$ cat src/design/rpa_pkg.sv
// Shared types and constants for the reference-counted page allocator.
// Used by the front classifier, the request queue, the back end and the top level.
// Depends on nothing.
`default_nettype none

package rpa_pkg;

	localparam int PAGE_W   = 20;
	localparam int ADDR_W   = 32;
	localparam int CMD_W    = 2;
	localparam int STATUS_W = 3;
	localparam int IN_W     = 40;
	localparam int OUT_W    = 40;

	localparam logic [CMD_W-1:0] CMD_ALLOC  = 2'd0;
	localparam logic [CMD_W-1:0] CMD_FREE   = 2'd1;
	localparam logic [CMD_W-1:0] CMD_ADDREF = 2'd2;

	localparam logic [STATUS_W-1:0] ST_OK        = 3'd0;
	localparam logic [STATUS_W-1:0] ST_NO_PAGE   = 3'd1;
	localparam logic [STATUS_W-1:0] ST_BAD_ADDR  = 3'd2;
	localparam logic [STATUS_W-1:0] ST_BAD_COUNT = 3'd3;
	localparam logic [STATUS_W-1:0] ST_OVERFLOW  = 3'd4;

	localparam logic [1:0] CFG_BASE  = 2'd0;
	localparam logic [1:0] CFG_FIRST = 2'd1;
	localparam logic [1:0] CFG_TOP   = 2'd2;

	localparam logic [PAGE_W-1:0] BASE_RESET  = 20'd524288;
	localparam logic [PAGE_W-1:0] FIRST_RESET = 20'd524288;
	localparam logic [PAGE_W-1:0] TOP_RESET   = 20'd557056;

	typedef enum logic [1:0] {
		K_ALLOC,
		K_FREE,
		K_ADDREF,
		K_DONE
	} kind_t;

	typedef enum logic [1:0] {
		BK_CLEAR,
		BK_IDLE,
		BK_STACK,
		BK_COUNT
	} back_state_t;

	typedef struct packed {
		logic [PAGE_W-1:0] base;
		logic [PAGE_W-1:0] first;
		logic [PAGE_W-1:0] top;
	} cfg_t;

	typedef struct packed {
		kind_t               kind;
		logic [PAGE_W-1:0]   idx;
		logic [STATUS_W-1:0] status;
	} req_t;

endpackage

`default_nettype wire

$ cat src/design/rpa_front.sv
// Front end: decodes each incoming request and runs the address checks
// that depend only on configuration. Uses rpa_pkg.
`default_nettype none

module rpa_front #(
	parameter int NUM_PAGES  = 32768,
	parameter int PAGE_SHIFT = 12
) (
	input  wire logic                   s_tvalid,
	output logic                        s_tready,
	input  wire logic [rpa_pkg::IN_W-1:0] s_tdata,
	input  wire rpa_pkg::cfg_t          cfg,
	input  wire logic                   clearing,
	input  wire logic                   q_full,
	output logic                        push,
	output rpa_pkg::req_t               push_item
);
	import rpa_pkg::*;

	localparam int CMP_W = 33;

	logic [CMD_W-1:0]  cmd;
	logic [ADDR_W-1:0] addr;
	logic [CMP_W-1:0]  page_ext;
	logic [CMP_W-1:0]  base_ext;
	logic [CMP_W-1:0]  diff;
	logic              aligned;
	logic              in_region;
	logic              below_top;
	logic              above_first;

	assign cmd  = s_tdata[CMD_W-1:0];
	assign addr = s_tdata[CMD_W+ADDR_W-1:CMD_W];

	assign s_tready = !clearing && !q_full;
	assign push     = s_tvalid && s_tready;

	always_comb begin
		page_ext    = CMP_W'(addr >> PAGE_SHIFT);
		base_ext    = CMP_W'(cfg.base);
		diff        = page_ext - base_ext;
		aligned     = (addr[PAGE_SHIFT-1:0] == '0);
		in_region   = (page_ext >= base_ext) && (diff < CMP_W'(NUM_PAGES));
		below_top   = page_ext < CMP_W'(cfg.top);
		above_first = page_ext >= CMP_W'(cfg.first);

		push_item.idx    = diff[PAGE_W-1:0];
		push_item.status = ST_OK;
		push_item.kind   = K_DONE;
		case (cmd)
			CMD_ALLOC: begin
				push_item.kind = K_ALLOC;
			end
			CMD_FREE: begin
				if (aligned && above_first && below_top && in_region) begin
					push_item.kind = K_FREE;
				end else begin
					push_item.status = ST_BAD_ADDR;
				end
			end
			CMD_ADDREF: begin
				if (below_top && in_region) begin
					push_item.kind = K_ADDREF;
				end else begin
					push_item.status = ST_BAD_ADDR;
				end
			end
			default: begin
				push_item.kind = K_DONE;
			end
		endcase
	end

endmodule

`default_nettype wire

$ cat config.mk
export PLATFORM = sky130hd
export DESIGN_NAME = rpa_front
export DESIGN_NICKNAME = d
export VERILOG_FILES = /design/src/design/rpa_pkg.sv /design/src/design/rpa_front.sv
export SDC_FILE = /design/constraint.sdc
export NUM_CORES = 1
export LEC_CHECK = 0
export BUFFER_PORTS_ARGS = -buffer_cell sky130_fd_sc_hd__buf_2
export CORE_UTILIZATION = 48
export DETAILED_ROUTE_END_ITERATION = 7
export PLACE_DENSITY = 0.95
export SYNTH_ARGS = -nofsm -noshare
export SYNTH_HDL_FRONTEND = slang
export SYNTH_SLANG_ARGS = --single-unit
$ cat constraint.sdc
create_clock -name vclk -period 2.7
set_input_delay 0.27 -clock vclk [all_inputs]
set_output_delay 0.27 -clock vclk [all_outputs]
set_load 0.02 [all_outputs]
# Word level (Yosys, flattened, before mapping)

Cells that the tools add are included.

Memory bits (writable): 0
Memory bits (read-only): 0
Register bits: 0
Memories: 0
Input bits: 103
Logic and storage cells: 24
Bits in latches: 0
Output and inout bits: 27

Muxes and demuxes: 6
Add/subtract/negate cells: 1
Shift-type cells: 0
Magnitude comparators: 4
Eq/ne operators: 2
Reductions and logical operators: 11
Divide/modulo/power cells: 0
Bitwise logic cells: 0
Multiply operators: 0

Operators by type and width:

| kind                   | number |
|---|---|
| $ge A20 B20 Y1         | 2 |
| $lt A33 B16 Y1 const B | 1 |
| $sub A20 B20 Y21       | 1 |
| $lt A20 B20 Y1         | 1 |
| $logic_not A12 Y1      | 1 |
| $logic_and A1 B1 Y1    | 7 |
| $mux W2                | 3 |
| $pmux W2 S3            | 1 |
| $pmux W2 S2            | 1 |
| $eq A2 B1 Y1 const B   | 1 |
| $eq A2 B2 Y1 const B   | 1 |
| $logic_not A1 Y1       | 2 |
| $logic_not A2 Y1       | 1 |
| $mux W1                | 1 |

# Longest topological paths before layout

Depth after elaboration: 6
Depth in mapped cells: 11
Mapped depth without buffers: 11

# Worst setup path after synthesis

OpenSTA, ideal clock, no wires.

Path type: input port to output port
Start: input port s_tdata[14] in the netlist's numbering
End: output port push_item[24] in the netlist's numbering
Slack: -0.144 ns
Arrival time: 2.574 ns
Data required time: 2.430 ns
Path buffers: 0
Stages: 11
Cells stage by stage: inv_1 ha_1 fa_1 nand2b_1 a21oi_1 o311ai_1 a211o_1 o2111ai_1 o21bai_1 nor4_4 o21ai_1

RTL lines:

| element         | RTL line        | text |
|---|---|---|
| start, declared | rpa_front.sv:11 | `input wire logic [rpa_pkg::IN_W-1:0] s_tdata,` |
| end, declared   | rpa_front.sv:16 | `output rpa_pkg::req_t push_item` |

==> impl_results.md <==
* # hold bufs at CTS at 0
* Tcrit/Tclk final at 105%
* Chip width at 72.7 um
* Fin. max-slew vios at 0
* Utilization after layout at 85.9%
* Layout cells sized above 1 at 49.9%
* Final cell count without fillers at 588
* Crit path DAT at 2.56 ns
* Fin area at 4090 um^2
* Hold Crit Class: in -> out
* Fillers at 258
* GPL Wtd Cong at 0.972
* Peak supply drop at 0.183 mV
* YS warnings at 0
* Critical Path Source Type: input port
* Initial Util at 50.4%
* Outcome: finished, violations left
* Pre-CTS worst setup slack at -0.380 ns
* Min cycle time layout at 2.83 ns
* Slowest CP cell: nor4_2
* Finish-stage setup viols at 3
* GRT Overall Usage at 36.0%
* Critical Path RT at 2.43 ns
* Post-Syn Area per Cell at 7.12 um^2
* DRC viols at 0
* Largest net degree at the start of global routing at 11
* Worst path max stage delay at 0.36 ns
* WL/cell at 18.7 um
* Antenna Cells at 0
* Achievable Freq at 353 MHz
* Mapped cell area at 2400 um^2
* CP endpoint: push_item[1]
* Via count at 3469
* First-pass GRT wire length at 15000 um
* Row cnt at 25
* Post-synth top area cell: ha_1
* Crit path kind: in -> out
* WHS Path Cells at 3
* Global route overflow at 0
* Placed standard-cell area at 3530 um^2
* Top cells by area, synth: ha_1 32%, inv_1 11%, a21oi_1 6.3%
* Area growth, synth to finish at 70.3%
* Number of iterations in the first detailed-routing pass at 4
* Area of the multi-input gates at 2540 um^2
* Synth top area share at 32.3%
* Clock buffers at 0
* Antenna viol nets, final at 0
* DR iter-0 viols at 198
* Least-Margin Pin Slew at 0.530 ns
* Crit path cell chain: buf_2 > inv_1 > ha_4 > buf_4 > a21o_1 > o21bai_2 > nor4_2 > a211oi_1 > nand3_2 > o211ai_4 > nor4_4 > o22ai_2 > buf_6
* FFs & Latches at 0
* Die extent in y at 72.7 um
* Gate Count Post-Synth at 337
* Register area at 0 um^2
* Port buffer count at 122
* Max_cap viols at 0
* Violated checks: setup timing
* Final hold violation count at 0
* Total core area at 4750 um^2
* Worst setup EP type: output port
* Die Area at 5280 um^2
* Post-synth cell types at 53
* Register area share after synthesis at 0%
* Setup ws final at -0.133 ns
* Crit path from: cfg[55]
* Number of global-route vias before repair at 3480
* Drt total wl at 11000 um
* Placed insts at 581
* Pwr dens at 252 nW/um^2
* Initial antenna violation count at 0
* Final layout net count at 689
* Vias per cell at 5.90
* Power Total at 1.03 mW
* Leakage at 2.25 nW
* Max_slew headroom at 64.7%
* Io pins at 130
* Worst Path Max Fanout at 6
* Dpl hpwl at 7190 um
* RSZ-0062 raised after global routing: yes
repair_timing:
item                                    CTS  global route
cloned                                    0             0
pin swaps                                20            29
gates resized for setup                  46            53
endpoints found under the setup margin    3             3
buffers inserted                          3             4
worst min-delay path by stage:
stage	from	endpoint	slack, ns
floorplan	q_full	s_tready	0.62
finish	q_full	s_tready	0.79
CTS	q_full	s_tready	0.79
detailed placement	q_full	s_tready	0.79
global placement	q_full	s_tready	0.79
global route	q_full	s_tready	0.82
metrics by stage:
step	TNS [ns]	hold slack (ns)
after global routing	-0.344	0.818
after global placement	-0.484	0.790
after floorplan	0	0.620
after detailed placement	-0.955	0.794
after CTS	-0.142	0.793
final	-0.249	0.792
placed cells by master (no fill, tap or decap), drive strengths merged, types with 6 or more instances in the layout:
master,instances
inv,71
a21oi,31
nand4,9
nor4,7
a21o,21
o21ai,15
o21a,6
ha,62
nand2,18
xor2,6
nor2,14
buf,188
xnor2,8
synthesized netlist by cell type (2+ instances only):
cell and number:
inv_1 71, ha_1 62, a21oi_1 30, a21o_1 18, nand2_1 18, nor2_1 14, o21ai_0 13, nand4_1 9
xnor2_1 8, o21a_1 6, xor2_1 6, nand2b_1 5, nor4_1 5, or3_1 5, nand3_1 4, a211o_1 3
a211oi_1 3, a21o_2 3, a31oi_1 3, and2_1 3, and3_1 3, buf_4 3, nor2b_1 3, nor3_1 3
o21bai_1 3, and4_1 2, o2111ai_1 2, o211a_1 2, o211ai_1 2, o21ai_1 2
area by class of cell:
type	instances	share of cell area [%]
Multi-Input combinational cell	262	62.3
Timing Repair Buffer	188	29.0
Inverter	71	6.71
Tap cell	67	2.05
worst max-delay path: cells and delay by family:
kind            cells  cell delay [ns]
compound gates      5             0.80
fa+ha+maj           1             0.22
buf+inv             4             0.48
simple gates        3             0.79
metal layers:
layer / global-route usage (%) / up-vias / routed length [um] / part of all wire, %
met5: 0 / - / 0 / 0
met2: 69.9 / 245 / 5700 / 52
li1: - / 1566 / - / -
met4: 23.7 / 0 / 838 / 7.6
met1: 32.9 / 1567 / 3570 / 32
met3: 8.70 / 91 / 903 / 8.2
logic make-up (layout without fill, tap and decap cells):
logic type / count (synthesis) / count (layout) / share of synthesized area (%)
AOI/OAI and AO/OA: 101 / 101 / 29.7
xor gates and xnor gates: 14 / 14 / 5.11
adders and majority gates: 63 / 63 / 33.2
buffers and inverters: 76 / 259 / 12.4
muxes: 1 / 1 / 0.417
other: 1 / 2 / 0.156
and+or+nand+nor: 81 / 81 / 19.0
power breakdown:
group	total [mW]	leakage, nW	switching, mW	internal (mW)
clock network	0	0	0	0
logic	1.03	2.25	0.558	0.471
registers	0	0	0	0
total	1.03	2.25	0.558	0.471
(Power assumes the default switching activity.)
