[config.mk]
export PLATFORM = sky130hd
export DESIGN_NAME = rpa_queue
export DESIGN_NICKNAME = d
export VERILOG_FILES = /design/src/design/rpa_pkg.sv /design/src/design/rpa_queue.sv
export SDC_FILE = /design/constraint.sdc
export NUM_CORES = 1
export LEC_CHECK = 0
export BUFFER_PORTS_ARGS = -buffer_cell sky130_fd_sc_hd__buf_2
export CELL_PAD_IN_SITES_DETAIL_PLACEMENT = 1
export CELL_PAD_IN_SITES_GLOBAL_PLACEMENT = 2
export CORE_AREA = 10 10 86 88
export DETAILED_ROUTE_END_ITERATION = 8
export DIE_AREA = 0 0 96 98
export GPL_TIMING_DRIVEN = 0
export PLACE_DENSITY_LB_ADDON = 0.1
export SYNTH_ARGS = -nofsm -noshare
export SYNTH_HDL_FRONTEND = slang
export SYNTH_SLANG_ARGS = --single-unit
export TNS_END_PERCENT = 50
[constraint.sdc]
create_clock -name clk -period 2.2 [get_ports clk]
set_clock_uncertainty 0.05 [all_clocks]
set_input_delay 0.33 -clock clk [delete_from_list [all_inputs] [get_ports clk]]
set_output_delay 0.33 -clock clk [all_outputs]
set_load 0.02 [all_outputs]
[src/design/rpa_pkg.sv]
// Shared types and constants for the reference-counted page allocator.
// Used by the front classifier, the request queue, the back end and the top level.
// Depends on nothing.
`default_nettype none

package rpa_pkg;

	localparam int PAGE_W   = 20;
	localparam int ADDR_W   = 32;
	localparam int CMD_W    = 2;
	localparam int STATUS_W = 3;
	localparam int IN_W     = 40;
	localparam int OUT_W    = 40;

	localparam logic [CMD_W-1:0] CMD_ALLOC  = 2'd0;
	localparam logic [CMD_W-1:0] CMD_FREE   = 2'd1;
	localparam logic [CMD_W-1:0] CMD_ADDREF = 2'd2;

	localparam logic [STATUS_W-1:0] ST_OK        = 3'd0;
	localparam logic [STATUS_W-1:0] ST_NO_PAGE   = 3'd1;
	localparam logic [STATUS_W-1:0] ST_BAD_ADDR  = 3'd2;
	localparam logic [STATUS_W-1:0] ST_BAD_COUNT = 3'd3;
	localparam logic [STATUS_W-1:0] ST_OVERFLOW  = 3'd4;

	localparam logic [1:0] CFG_BASE  = 2'd0;
	localparam logic [1:0] CFG_FIRST = 2'd1;
	localparam logic [1:0] CFG_TOP   = 2'd2;

	localparam logic [PAGE_W-1:0] BASE_RESET  = 20'd524288;
	localparam logic [PAGE_W-1:0] FIRST_RESET = 20'd524288;
	localparam logic [PAGE_W-1:0] TOP_RESET   = 20'd557056;

	typedef enum logic [1:0] {
		K_ALLOC,
		K_FREE,
		K_ADDREF,
		K_DONE
	} kind_t;

	typedef enum logic [1:0] {
		BK_CLEAR,
		BK_IDLE,
		BK_STACK,
		BK_COUNT
	} back_state_t;

	typedef struct packed {
		logic [PAGE_W-1:0] base;
		logic [PAGE_W-1:0] first;
		logic [PAGE_W-1:0] top;
	} cfg_t;

	typedef struct packed {
		kind_t               kind;
		logic [PAGE_W-1:0]   idx;
		logic [STATUS_W-1:0] status;
	} req_t;

endpackage

`default_nettype wire

[src/design/rpa_queue.sv]
// Two-entry request queue between the front end and the back end.
// Uses rpa_pkg for the request record.
`default_nettype none

module rpa_queue (
	input  wire logic          clk,
	input  wire logic          arst_n,
	input  wire logic          push,
	input  wire rpa_pkg::req_t push_item,
	output logic               full,
	output logic               valid,
	output rpa_pkg::req_t      item,
	input  wire logic          pop
);
	import rpa_pkg::*;

	req_t       entry_q [2];
	logic       wr_ptr_q;
	logic       rd_ptr_q;
	logic [1:0] count_q;

	assign full  = (count_q == 2'd2);
	assign valid = (count_q != 2'd0);
	assign item  = entry_q[rd_ptr_q];

	always_ff @(posedge clk) begin
		if (push) begin
			entry_q[wr_ptr_q] <= push_item;
		end
	end

	always_ff @(posedge clk or negedge arst_n) begin
		if (!arst_n) begin
			wr_ptr_q <= 1'b0;
			rd_ptr_q <= 1'b0;
			count_q  <= 2'd0;
		end else begin
			if (push) begin
				wr_ptr_q <= !wr_ptr_q;
			end
			if (pop) begin
				rd_ptr_q <= !rd_ptr_q;
			end
			case ({push, pop})
				2'b10:   count_q <= count_q + 2'd1;
				2'b01:   count_q <= count_q - 2'd1;
				default: count_q <= count_q;
			endcase
		end
	end

endmodule

`default_nettype wire

* After elaboration in Yosys (flattened, before gate mapping)
Memories as Yosys holds them, arrays and structs flattened.
Cells that the tools add are included.
** Storage, ports and cells
- Register bits :: 4
- Latch bits :: 0
- Bits in writable memories :: 50
- ROM bits :: 0
- Bits of input ports :: 29
- Output and inout bits :: 27
- Memories :: 1
** Memory list
- entry_q :: depth 2, width 25, rd ports 1, clocked after memory_dff 0, write ports 1, line rpa_queue.sv:17 : req_t entry_q [2];
** Cells by class
- $add $sub $neg :: 2
- Multiply operators :: 0
- Div/mod/pow operators :: 0
- Magnitude comparators :: 0
- Eq/ne operators :: 3
- Shift operators :: 0
- Muxes and demuxes :: 3
- Bitwise gates (word level) :: 0
- Reduce and logical (&&, ||, !) cells :: 4
** Operators with widths (count)
- $eq A2 B2 Y1 const B :: 2
- $pmux W2 S2 :: 1
- $reduce_bool A2 Y1 :: 2
- $add A2 B1 Y2 const B :: 1
- $eq A2 B1 Y1 const B :: 1
- $logic_not A1 Y1 :: 2
- $mux W1 :: 2
- $sub A2 B1 Y2 const B :: 1

* Depth between registers and ports, before layout
Gate-level depths: netlist of the first run.
- Word-level depth :: 2
- Depth in mapped cells :: 5

* Least setup slack after synthesis of the first run
Ideal clock, no wire load.
- Path type :: register to register
- Start :: reg wr_ptr_q
- End :: mem entry_q[0][0] in the netlist's numbering, enable pin
- Library setup time :: 0.407 ns
- Arrival :: 1.470 ns
- Data required time :: 1.743 ns
- Slack :: 0.273 ns
- Cell stages (with the launch flop) :: 2
- Path buffers :: 0
- Clock period less this slack :: 1.927 ns
- Path through :: dfrtp_1 > nor2_1
** RTL lines
- from (decl) :: line rpa_queue.sv:18 : logic wr_ptr_q;
- from (signal assigned) :: line rpa_queue.sv:39 : wr_ptr_q <= !wr_ptr_q;
- to (decl) :: line rpa_queue.sv:17
No word-level cell before the write port.

==> results of run 1 <==
## synth_stat cells (2+ instances only)
cell and n:
sky130_fd_sc_hd__xnor2_1 2, sky130_fd_sc_hd__dfrtp_1 4, sky130_fd_sc_hd__nor2_1 2, sky130_fd_sc_hd__mux2_2 6
sky130_fd_sc_hd__buf_12 2, sky130_fd_sc_hd__mux2_4 19, sky130_fd_sc_hd__edfxtp_1 50, sky130_fd_sc_hd__xor2_1 3
## how the worst max path moves through the flow
| stage | start | slack, ps | end | cells past startpoint |
|---|---|---|---|---|
| after floorplan | wr_ptr_q | 270 | entry_q[0][0] | 1 |
| after global placement | push | -440 | entry_q[0][8] | 3 |
| after detailed placement | push | 300 | entry_q[1][15] | 2 |
| after CTS | wr_ptr_q | 320 | entry_q[1][7] | 1 |
| after global routing | wr_ptr_q | 250 | entry_q[1][6] | 1 |
| final | rd_ptr_q | 380 | item[9] | 4 |
## per-layer routing
metal / global-route usage [%] / up-vias
li1: - / 488
met4: 3.75 / 0
met2: 14.9 / 32
met1: 7.65 / 508
met3: 4.44 / 5
met5: 0 / -
## cells in the final DEF, fill, tap and decap left out, types with 2 or more instances in the layout
| cell | n |
|---|---|
| sky130_fd_sc_hd__buf_2 | 55 |
| sky130_fd_sc_hd__mux2_4 | 19 |
| sky130_fd_sc_hd__buf_12 | 2 |
| sky130_fd_sc_hd__xor2_1 | 3 |
| sky130_fd_sc_hd__xnor2_1 | 2 |
| sky130_fd_sc_hd__edfxtp_1 | 50 |
| sky130_fd_sc_hd__mux2_2 | 6 |
| sky130_fd_sc_hd__dfrtp_1 | 4 |
| sky130_fd_sc_hd__bufinv_16 | 2 |
| sky130_fd_sc_hd__clkbuf_8 | 5 |
## what timing repair did
item | in CTS | in global routing
hold buffers | 1 | 0
setup endpoints to repair | 0 | 0
endpoints found under the hold margin | 4 | 0
## state kept, by name, summed over array words and instances, names as in the netlist
| signal | cells |
|---|---|
| count_q | 2 |
| entry_q | 50 |
| rd_ptr_q | 1 |
| wr_ptr_q | 1 |
## stage by stage
step	cell area, um^2	setup WS [ps]	hold slack [ps]
final	2630	384	159
after global routing	2630	252	127
after CTS	2630	324	144
after detailed placement	2480	301	92.3
after global placement	2460	-444	89.5
after floorplan	2090	273	-15.6
## cell type report
type,instances,area [um^2],area share [%]
Tap cell,75,93.8,3.57
Clock buffer,5,68.8,2.62
Clock inverter,3,68.8,2.62
Sequential cell,54,1600,61.0
Inverter,1,3.75,0.143
Multi-Input combinational cell,36,438,16.7
Buffer,3,51.3,1.95
Timing Repair Buffer,57,300,11.4
## report_power, final
part           internal, mW  switching (mW)
Combinational         0.601           0.683
Clock                 0.455           0.302
Sequential             1.37          0.0729
## critical path, cell delays in order, from the launching register on
cell	delay (ps)
sky130_fd_sc_hd__dfrtp_1	380
sky130_fd_sc_hd__buf_6	150
sky130_fd_sc_hd__buf_12	150
sky130_fd_sc_hd__mux2_4	290
sky130_fd_sc_hd__buf_2	160
## logic make-up after synthesis
| group | count (synthesis) | synth area share, % |
|---|---|---|
| xor gates and xnor gates | 5 | 2.09 |
| adders and majority gates | 1 | 0.598 |
| muxes | 25 | 16.9 |
| DFF | 54 | 76.6 |
| buffers and inverters | 4 | 2.63 |
| and+or+nand+nor | 5 | 1.26 |
==> results_tabular.tex, run 1 <==
\begin{tabular}{lr}
\hline
Metric & Value \\
\hline
\multicolumn{2}{l}{\textbf{Pwr}} \\
\quad Final total power & between 3 and 4 mW \\
\quad IR Drop Worst-Case VDD & 0.000551 V \\
\quad Power density cells & roughly 1300 nW/um\^{}2 \\
\quad Leakage power total & 1.06 nW \\
\multicolumn{2}{l}{\textbf{Clock tree}} \\
\quad Number of resized instances in the post-cts repair step & 0 \\
\quad TritonCTS clock tree & yes \\
\quad Clock net sink count & 54 \\
\quad Clk slew on worst S/H paths & 90 ps \\
\quad CTS buffer count & 5 \\
\quad Clock latency of the later-clocked register in the worst-skew pair & 300 ps \\
\quad Cell at the root of the clock tree & sky130\_fd\_sc\_hd\_\_clkbuf\_8 \\
\quad Clock H-tree levels & 2 \\
\quad Maximum number of buffers from clock root to sink & 2 \\
\quad Total setup buffers inserted after CTS & 0 \\
\multicolumn{2}{l}{\textbf{Floorplan}} \\
\quad Horizontal die dimension & 96 um \\
\quad Starting density of the core & 36.4\% \\
\quad Number of top-level design ports & 56 \\
\quad Die area & 9410 um\^{}2 \\
\quad Area of the core region & 5750 um\^{}2 \\
\quad Vertical extent of the die & 98 um \\
\quad \# rows & 28 \\
\multicolumn{2}{l}{\textbf{Synthesis}} \\
\quad Flip-flop and latch count after synthesis & 54 \\
\quad Syn nets & 124 \\
\quad Unique cell type count in the Yosys netlist & 14 \\
\quad Avg Inst Size Synth & 22.3 um\^{}2 \\
\quad Number of enable flip-flop cells after synthesis & 50 \\
\quad Post-synthesis instance area & 2090 um\^{}2 \\
\quad Synthesis warning total & 0 \\
\quad Share of flip-flops with an asynchronous set or reset after synthesis & 7.41\% \\
\quad Dominant register cell in the synthesized netlist & sky130\_fd\_sc\_hd\_\_edfxtp\_1 \\
\quad Leading cell types by total area after synthesis & sky130\_fd\_sc\_hd\_\_edfxtp\_1 (72\%), sky130\_fd\_sc\_hd\_\_mux2\_4 (14\%), sky130\_fd\_sc\_hd\_\_dfrtp\_1 (4.8\%) \\
\quad Sequential cell area fraction in the yosys report & 76.6\% \\
\quad Proportion of netlist area held by the largest area contributor & 71.8\% \\
\quad Gate Count Post-Synth & 94 \\
\quad Leading area contributor after synthesis & sky130\_fd\_sc\_hd\_\_edfxtp\_1 \\
\multicolumn{2}{l}{\textbf{Route}} \\
\quad DRC errors left & 0 \\
\quad Met2 wire length & about 2200 um \\
\quad Average detailed-routed wire length per instance & 16.4 um \\
\quad Average via count per standard cell & 4.41 \\
\quad Number of antenna-violating nets in the routed design & 0 \\
\quad Highest metal used & met4 \\
\quad DR vias & 1,033 \\
\quad Detailed-routing iteration count for the pre-antenna-repair pass & 4 \\
\quad Amount of wire on met3 after detailed routing & 313 um \\
\quad DRC marker count from the first detailed-route iteration & 20 \\
\quad Final Routed Wirelength & 3850 um \\
\quad Met1 wire length & 1320 um \\
\multicolumn{2}{l}{\textbf{Finish}} \\
\quad Share of final-layout standard cells stronger than drive strength 1 & 59.1\% \\
\quad Final net count & 188 \\
\quad Post-Layout Cell Count & 234 \\
\quad Area growth from synthesis to final layout & 25.5\% \\
\quad Final antenna diode count & 0 \\
\quad Core utilization of the finished layout & a little under half \\
\quad Fill cell total of the finished layout & 577 \\
\multicolumn{2}{l}{\textbf{Placement}} \\
\quad Cell total after placement & 225 \\
\quad Routability Congestion & 0.682 \\
\quad Detailed-placement wirelength estimate & roughly 2900 um \\
\quad Number of buffers inserted by port buffering & 55 \\
\multicolumn{2}{l}{\textbf{Run}} \\
\quad Number of max-cap violations & 0 \\
\multicolumn{2}{l}{\textbf{Worst setup path}} \\
\quad Type of the worst setup path & reg2out \\
\quad Worst reg2reg endpoint & entry\_q[1][8] \\
\quad Data required time of the critical path & about 1800 ps \\
\quad Setup crit end kind & output port \\
\quad Reg-to-Reg Start & wr\_ptr\_q \\
\quad Setup crit start kind & flip-flop \\
\quad Reg2Reg Setup Slack & 400 ps \\
\quad Maximum fanout along the worst path & 10 \\
\quad Depth of the worst register-to-register path & 1 \\
\quad Arrival time of the worst setup path & 1440 ps \\
\multicolumn{2}{l}{\textbf{Global route}} \\
\quad Number of antenna violations at the first check in global routing & 0 \\
\quad Total congestion overflow after global routing & 0 \\
\quad Via count of the first global-routing pass & around 1,200 \\
\quad Global-route wire length before repair & 5800 um \\
\quad Total global routing track utilization & 8.43\% \\
\quad Pin count of the biggest net entering global routing & 26 \\
\multicolumn{2}{l}{\textbf{Min path}} \\
\quad Endpoint of the worst hold-timing path & entry\_q[1][17] \\
\quad Hold depth & 1 \\
\quad Worst hold path startpoint & push\_item[17] \\
\quad Path class of the lowest-slack min-delay path & in2reg \\
\multicolumn{2}{l}{\textbf{Timing}} \\
\quad Setup repair after global routing missed its margin & false \\
\quad Max-slew headroom at the worst pin & 19.7\% \\
\quad Highest attainable clock frequency & around 550 MHz \\
\quad Total count of max-transition violations in the final report & 0 \\
\quad Final clock period utilization by the worst path & 82.5\% \\
\quad Fin. Hold Viols & 0 \\
\quad Setup TNS & 0 ps \\
\quad Slew at the pin closest to its max-slew limit & 1200 ps \\
\quad Final period demand of the worst path & 1820 ps \\
\quad Count of final setup violators & 0 \\
\multicolumn{2}{l}{\textbf{Status}} \\
\quad Status & finished, final reports clean \\
\hline
\end{tabular}
No activity file was read; power rests on OpenSTA's default activity.
==> inputs of run 2 (changes only) <==
==> constraint.sdc (replaced) <==
create_clock -name clk -period 1.84 [get_ports clk]
set_clock_uncertainty 0.05 [all_clocks]
set_input_delay 0.276 -clock clk [delete_from_list [all_inputs] [get_ports clk]]
set_output_delay 0.276 -clock clk [all_outputs]
set_load 0.02 [all_outputs]
==> run 2 against run 1 <==
Net effect:
- setup slack lost 300 ps
- non-clock buffer count shrank 1
- hold slack lost 45 ps
- first-iteration DRC count grew 15%
- critical endpoint is now item[15]
- largest cell class unchanged
==> results_tabular.tex, run 2 (synthesis gave the netlist of run 1 again) <==
\begin{tabular}{lr}
\hline
Metric & Value \\
\hline
\multicolumn{2}{l}{\textbf{Route}} \\
\quad Average detailed-routed wire length per instance & 17.1 um (was 16.4 um) \\
\quad DRC errors left & 0 (unchanged) \\
\quad DRC marker count from the first detailed-route iteration & 23 (was 20) \\
\quad Average via count per standard cell & 4.47 (was 4.41) \\
\quad Number of antenna-violating nets in the routed design & 0 (unchanged) \\
\quad Detailed-routing iteration count for the pre-antenna-repair pass & 4 (unchanged) \\
\quad Final Routed Wirelength & 3980 um (was 3850 um) \\
\quad DR vias & 1,042 (was 1,033) \\
\multicolumn{2}{l}{\textbf{Clock tree}} \\
\quad Clock H-tree levels & 2 (unchanged) \\
\quad Cell at the root of the clock tree & sky130\_fd\_sc\_hd\_\_clkbuf\_8 (unchanged) \\
\quad Clock net sink count & 54 (unchanged) \\
\quad Maximum number of buffers from clock root to sink & 2 (unchanged) \\
\quad CTS buffer count & 5 (unchanged) \\
\quad TritonCTS clock tree & yes (unchanged) \\
\quad Clock latency of the later-clocked register in the worst-skew pair & 290 ps (was 300 ps) \\
\quad Clk slew on worst S/H paths & 90 ps (about the same) \\
\quad Total setup buffers inserted after CTS & 0 (unchanged) \\
\multicolumn{2}{l}{\textbf{Pwr}} \\
\quad Leakage power total & 1.03 nW (was 1.06 nW) \\
\quad Sequential power share & 44.8\% (was 41.5\%) \\
\quad Combinational group share of total power & 39.4\% (was 36.8\%) \\
\quad IR Drop Worst-Case VDD & 0.000676 V (was 0.000551 V) \\
\quad Switch share & 32.6\% (was 30.3\%) \\
\quad Clock power share & 15.8\% (was 21.7\%) \\
\quad Power density cells & 1510 nW/um\^{}2 (was 1330 nW/um\^{}2) \\
\quad Internal & 2.61 mW (was 2.43 mW) \\
\quad Switching Power & 1.26 mW (was 1.06 mW) \\
\multicolumn{2}{l}{\textbf{Placement}} \\
\quad Detailed-placement wirelength estimate & 2860 um (about the same) \\
\quad Cell total after placement & 224 (was 225) \\
\quad Routability Congestion & 0.655 (was 0.682) \\
\quad Number of buffers inserted by port buffering & 55 (unchanged) \\
\quad Standard cell area after detailed placement & 2460 um\^{}2 (was 2480 um\^{}2) \\
\multicolumn{2}{l}{\textbf{Worst setup path}} \\
\quad Reg-to-Reg Start & wr\_ptr\_q (unchanged) \\
\quad Setup crit start kind & flip-flop (unchanged) \\
\quad Type of the worst setup path & reg2out (unchanged) \\
\quad Setup crit end kind & output port (unchanged) \\
\quad Data required time of the critical path & 1510 ps (was 1820 ps) \\
\quad Startpoint of the worst setup timing path & rd\_ptr\_q (unchanged) \\
\quad Arrival time of the worst setup path & 1430 ps (was 1440 ps) \\
\quad Maximum fanout along the worst path & 10 (unchanged) \\
\multicolumn{2}{l}{\textbf{Run}} \\
\quad Number of max-cap violations & 0 (unchanged) \\
\multicolumn{2}{l}{\textbf{Global route}} \\
\quad Via count of the first global-routing pass & 1,217 (was 1,154) \\
\quad Global-route wire length before repair & 6020 um (was 5800 um) \\
\quad Total global routing track utilization & 8.48\% (was 8.43\%) \\
\quad Number of antenna violations at the first check in global routing & 0 (unchanged) \\
\quad Routing layer with the top usage in global route & met2 (unchanged) \\
\quad Pin count of the biggest net entering global routing & 26 (unchanged) \\
\quad Total congestion overflow after global routing & 0 (unchanged) \\
\quad Met2 Usage GRT & 15.5\% (was 14.9\%) \\
\quad M3 GR Usage & 3.75\% (was 4.44\%) \\
\quad Met1 usage in global routing & 7.98\% (was 7.65\%) \\
\multicolumn{2}{l}{\textbf{Floorplan}} \\
\quad Horizontal die dimension & 96 um (unchanged) \\
\quad Vertical extent of the die & 98 um (unchanged) \\
\quad Number of top-level design ports & 56 (unchanged) \\
\quad \# rows & 28 (unchanged) \\
\quad Die area & 9410 um\^{}2 (unchanged) \\
\quad Starting density of the core & 36.4\% (unchanged) \\
\quad Area of the core region & 5750 um\^{}2 (unchanged) \\
\multicolumn{2}{l}{\textbf{Timing}} \\
\quad Count of final setup violators & 0 (unchanged) \\
\quad Setup repair after global routing missed its margin & false (unchanged) \\
\quad Final clock period utilization by the worst path & 95.7\% \\
\quad Setup TNS & 0 ps (unchanged) \\
\quad Worst hold slack & 114 ps (was 159 ps) \\
\quad Total count of max-transition violations in the final report & 0 (unchanged) \\
\quad Final period demand of the worst path & between 1500 and 2000 ps \\
\quad Highest attainable clock frequency & 568 MHz \\
\quad Max-slew headroom at the worst pin & 49.3\% (was 19.7\%) \\
\quad Slew at the pin closest to its max-slew limit & 758 ps (was 1200 ps) \\
\quad Fin. Hold Viols & 0 (unchanged) \\
\multicolumn{2}{l}{\textbf{Finish}} \\
\quad Largest registers & entry\_q: 50 flops, count\_q: 2 flops (unchanged) \\
\quad Area growth from synthesis to final layout & 22.4\% (was 25.5\%) \\
\quad Core utilization of the finished layout & 44.6\% (was 45.7\%) \\
\quad Register name with the most flops & entry\_q (unchanged) \\
\quad Fill cell total of the finished layout & 591 (was 577) \\
\quad Final net count & 187 (was 188) \\
\quad Layout Cell Area excl Fill & 2560 um\^{}2 (was 2630 um\^{}2) \\
\quad Commonest non-fill, non-tap cell in the layout & sky130\_fd\_sc\_hd\_\_buf\_2 (unchanged) \\
\quad Share of final-layout standard cells stronger than drive strength 1 & 58.2\% (was 59.1\%) \\
\quad Final antenna diode count & 0 (unchanged) \\
\quad Post-Layout Cell Count & 233 (was 234) \\
\quad Commonest cells after routing, fill and taps aside & sky130\_fd\_sc\_hd\_\_buf\_2 (55), sky130\_fd\_sc\_hd\_\_edfxtp\_1 (50), sky130\_fd\_sc\_hd\_\_mux2\_4 (19) (unchanged) \\
\quad Flip-flop count of the largest register after layout & 50 (unchanged) \\
\multicolumn{2}{l}{\textbf{Min path}} \\
\quad Worst hold path startpoint & push\_item[18] (was push\_item[17]) \\
\quad Path class of the lowest-slack min-delay path & in2reg (unchanged) \\
\multicolumn{2}{l}{\textbf{Status}} \\
\quad Status & finished, final reports clean (unchanged) \\
\hline
\end{tabular}
==> run 2: cell types whose count changed in the layout (fill, tap and decap cells not counted), sizes merged <==
| cell | before | now |
|---|---|---|
| buf | 59 | 58 |
| bufinv | 2 | 0 |
| clkbuf | 5 | 6 |
| clkinv | 1 | 2 |
==> run 2: critical path, cell delays in order (launching register included) <==
cell and delay (ps):
sky130_fd_sc_hd__dfrtp_1 380, sky130_fd_sc_hd__buf_6 150, sky130_fd_sc_hd__buf_12 150, sky130_fd_sc_hd__mux2_4 300
sky130_fd_sc_hd__buf_2 160
==> run 2: area by class of cell <==
class / count / area (um^2) / area share, %
multi-input combinational: 36 / 444 / 17.3
sequential: 54 / 1600 / 62.5
timing repair buffer: 56 / 285 / 11.1
buffer: 3 / 51.3 / 2.00
tap: 75 / 93.8 / 3.66
clock buffer: 6 / 72.6 / 2.83
inverter: 1 / 3.75 / 0.147
clock inverter: 2 / 8.76 / 0.342
==> run 2: worst paths after layout <==
kind	slack (ps)	cells past startpoint	endpoint
setup / recovery	80	4	item[15]
hold / removal	110	1	entry_q[0][18]
setup reg to reg	360	1	entry_q[0][7]
hold reg to reg	450	1	count_q[1]
max in group asynchronous	1340	2	count_q[1]
min in group asynchronous	280	2	wr_ptr_q
==> run 2: timing repair <==
item                       CTS  global route
hold buffers                 1             0
resized for setup            2             0
hold endpoints to repair     4             0
setup endpoints to repair   50             0
==> run 2: power groups by stage <==
stage               Sequential (mW)  Combinational [mW]  Clock [mW]
finish                         1.73                1.53       0.611
global route                   1.77                1.64       0.690
CTS                            1.74                1.58       0.649
detailed placement             1.77                1.57           0
global placement               1.75                1.55           0
floorplan                      1.73                1.15           0
==> run 2: metrics by stage <==
stage	power (mW)	setup WS, ps
floorplan	2.88	315
global route	4.09	17.9
finish	3.87	79.6
global placement	3.29	-103
detailed placement	3.33	-164
CTS	3.96	52.1
==> run 2: routing by layer <==
| layer | share of wire [%] | up-vias |
|---|---|---|
| li1 | - | 480 |
| met1 | 37 | 522 |
| met2 | 55 | 34 |
| met3 | 7.0 | 6 |
| met4 | 1.2 | 0 |
| met5 | 0 | - |
==> inputs of run 3 (changes only) <==
--- a/config.mk
+++ b/config.mk
@@ -13,6 +13,7 @@
 export DIE_AREA = 0 0 96 98
 export GPL_TIMING_DRIVEN = 0
 export PLACE_DENSITY_LB_ADDON = 0.1
+export REMOVE_ABC_BUFFERS = 1
 export SYNTH_ARGS = -nofsm -noshare
 export SYNTH_HDL_FRONTEND = slang
 export SYNTH_SLANG_ARGS = --single-unit
==> run 3 against run 2 <==
Net effect:
- maximum frequency is 0.65% lower
- largest cell class unchanged
- cell area is 0.20% higher
- highest routed layer unchanged
- combinational power hardly changed
- sequential share of layout area hardly changed
==> results_tabular.tex, run 3 (synthesis gave the netlist of run 1 again) <==
\begin{tabular}{lr}
\hline
Metric & Value \\
\hline
\multicolumn{2}{l}{\textbf{Timing}} \\
\quad Setup repair after global routing missed its margin & false (unchanged) \\
\quad Final period demand of the worst path & 1770 ps (was 1760 ps) \\
\quad Highest attainable clock frequency & 564 MHz (was 568 MHz) \\
\quad Total count of max-transition violations in the final report & 0 (unchanged) \\
\quad Fin. Hold Viols & 0 (unchanged) \\
\quad Max-slew headroom at the worst pin & 53.4\% (was 49.3\%) \\
\quad Count of final setup violators & 0 (unchanged) \\
\quad Slew at the pin closest to its max-slew limit & 698 ps (was 758 ps) \\
\quad Final clock period utilization by the worst path & 96.3\% (was 95.7\%) \\
\multicolumn{2}{l}{\textbf{Clock tree}} \\
\quad Maximum number of buffers from clock root to sink & 2 (unchanged) \\
\quad Cell at the root of the clock tree & sky130\_fd\_sc\_hd\_\_clkbuf\_8 (unchanged) \\
\quad Clock H-tree levels & 2 (unchanged) \\
\quad Clock latency of the later-clocked register in the worst-skew pair & 290 ps (about the same) \\
\quad TritonCTS clock tree & yes (unchanged) \\
\quad CTS buffer count & 5 (unchanged) \\
\quad Clock net sink count & 54 (unchanged) \\
\quad Clk slew on worst S/H paths & 80 ps (was 90 ps) \\
\multicolumn{2}{l}{\textbf{Finish}} \\
\quad Area used by multi-input combinational logic & 439 um\^{}2 (was 444 um\^{}2) \\
\quad Final antenna diode count & 0 (unchanged) \\
\quad Share of final-layout standard cells stronger than drive strength 1 & 58.6\% (was 58.2\%) \\
\quad Commonest cells after routing, fill and taps aside & sky130\_fd\_sc\_hd\_\_buf\_2 (55), sky130\_fd\_sc\_hd\_\_edfxtp\_1 (50), sky130\_fd\_sc\_hd\_\_mux2\_4 (19) (unchanged) \\
\quad Commonest non-fill, non-tap cell in the layout & sky130\_fd\_sc\_hd\_\_buf\_2 (unchanged) \\
\quad Final net count & 187 (unchanged) \\
\quad Register name with the most flops & entry\_q (unchanged) \\
\quad Core utilization of the finished layout & 44.7\% (was 44.6\%) \\
\quad Flip-flop count of the largest register after layout & 50 (unchanged) \\
\quad Largest registers & entry\_q: 50 flops, count\_q: 2 flops (unchanged) \\
\quad Fill cell total of the finished layout & 584 (was 591) \\
\quad Area growth from synthesis to final layout & 22.7\% (was 22.4\%) \\
\quad Storage cell area & 1610 um\^{}2 (was 1600 um\^{}2) \\
\multicolumn{2}{l}{\textbf{Floorplan}} \\
\quad Area of the core region & 5750 um\^{}2 (unchanged) \\
\quad Starting density of the core & 36.4\% (unchanged) \\
\quad Number of top-level design ports & 56 (unchanged) \\
\quad Horizontal die dimension & 96 um (unchanged) \\
\quad \# rows & 28 (unchanged) \\
\quad Die area & 9410 um\^{}2 (unchanged) \\
\quad Vertical extent of the die & 98 um (unchanged) \\
\multicolumn{2}{l}{\textbf{Pwr}} \\
\quad IR Drop Worst-Case VDD & 0.000749 V (was 0.000676 V) \\
\quad Final total power & 3.86 mW (was 3.87 mW) \\
\quad Power density cells & 1510 nW/um\^{}2 (about the same) \\
\quad Leakage power total & 1.03 nW (about the same) \\
\multicolumn{2}{l}{\textbf{Run}} \\
\quad Number of max-cap violations & 0 (unchanged) \\
\multicolumn{2}{l}{\textbf{Route}} \\
\quad Met1 wire length & 1390 um (was 1480 um) \\
\quad Met2 wire length & 2020 um (was 2170 um) \\
\quad Detailed-routing iteration count for the pre-antenna-repair pass & 4 (unchanged) \\
\quad DRC errors left & 0 (unchanged) \\
\quad Average via count per standard cell & 4.39 (was 4.47) \\
\quad Average detailed-routed wire length per instance & 16.2 um (was 17.1 um) \\
\quad Amount of wire on met3 after detailed routing & 329 um (was 277 um) \\
\quad Final Routed Wirelength & 3770 um (was 3980 um) \\
\quad DR vias & 1,019 (was 1,042) \\
\quad Highest metal used & met4 (unchanged) \\
\quad Number of antenna-violating nets in the routed design & 0 (unchanged) \\
\quad DRC marker count from the first detailed-route iteration & 17 (was 23) \\
\multicolumn{2}{l}{\textbf{Global route}} \\
\quad Number of antenna violations at the first check in global routing & 0 (unchanged) \\
\quad Total global routing track utilization & 8.33\% (was 8.48\%) \\
\quad Global-route wire length before repair & 5780 um (was 6020 um) \\
\quad Pin count of the biggest net entering global routing & 26 (unchanged) \\
\quad Via count of the first global-routing pass & 1,176 (was 1,217) \\
\quad Total congestion overflow after global routing & 0 (unchanged) \\
\multicolumn{2}{l}{\textbf{Worst setup path}} \\
\quad Maximum fanout along the worst path & 14 (was 10) \\
\quad Setup crit start kind & flip-flop (unchanged) \\
\quad Arrival time of the worst setup path & 1450 ps (was 1430 ps) \\
\quad Data required time of the critical path & 1510 ps (about the same) \\
\quad Setup crit end kind & output port (unchanged) \\
\quad Type of the worst setup path & reg2out (unchanged) \\
\multicolumn{2}{l}{\textbf{Status}} \\
\quad Status & finished, final reports clean (unchanged) \\
\multicolumn{2}{l}{\textbf{Placement}} \\
\quad Number of buffers inserted by port buffering & 55 (unchanged) \\
\quad Detailed-placement wirelength estimate & 2810 um (was 2860 um) \\
\quad Routability Congestion & 0.642 (was 0.655) \\
\multicolumn{2}{l}{\textbf{Min path}} \\
\quad Path class of the lowest-slack min-delay path & in2reg (unchanged) \\
\hline
\end{tabular}
[run 3: cell count changes in the layout (fill, tap and decap cells not counted), sizes merged]
| cell | before | now |
|---|---|---|
| clkbuf | 6 | 7 |
| clkinv | 2 | 0 |
[run 3: report_power, final]
group          internal (mW)  switching [mW]
sequential              1.65           0.102
combinational          0.715           0.798
clock                  0.263           0.338
[run 3: final timing paths]
kind	from	to	slack, ps	cells past startpoint
worst max-delay path	rd_ptr_q	item[2]	70	3
worst min-delay path	pop	rd_ptr_q	110	2
worst max register to register	wr_ptr_q	entry_q[0][8]	250	2
worst min register to register	wr_ptr_q	wr_ptr_q	460	1
max in group asynchronous	arst_n	rd_ptr_q	1350	2
min in group asynchronous	arst_n	rd_ptr_q	260	2
[run 3: area by class of cell]
cell class / instances / area share, %
clock buffers: 7 / 2.97
well taps: 75 / 3.66
multi-input cells: 36 / 17.1
repair buffers: 59 / 13.6
inverters: 1 / 0.146
flip-flops and latches: 54 / 62.6
[run 3: metal layers]
metal,track usage [%],up-vias
li1,-,480
met1,7.94,500
met2,14.6,36
met3,4.13,3
met4,3.41,0
met5,0,-
[run 3: per-stage QoR]
stage	cells	hold WS [ps]	worst slack (ps)	cell area, um^2	TNS (ps)
5_1_grt	232	91.0	8.20	2570	0
4_1_cts	232	101	45.0	2570	0
3_3_place_gp	221	34.4	-763	2410	-27900
3_5_place_dp	223	37.1	-124	2450	-1430
2_1_floorplan	91	-69.6	-87.1	2040	-2230
6_report	232	112	68.0	2570	0
[run 3: worst max-delay path: stages (launching register included)]
cell and delay (ps):
sky130_fd_sc_hd__dfrtp_4 520, sky130_fd_sc_hd__buf_16 170, sky130_fd_sc_hd__mux2_4 290, sky130_fd_sc_hd__buf_2 160
[run 3: what timing repair did]
action                                  in CTS  in global routing
endpoints found under the hold margin        4                  0
hold buffers                                 1                  0
buffers inserted                             1                  0
resized for setup                            3                  0
endpoints found under the setup margin      50                  0
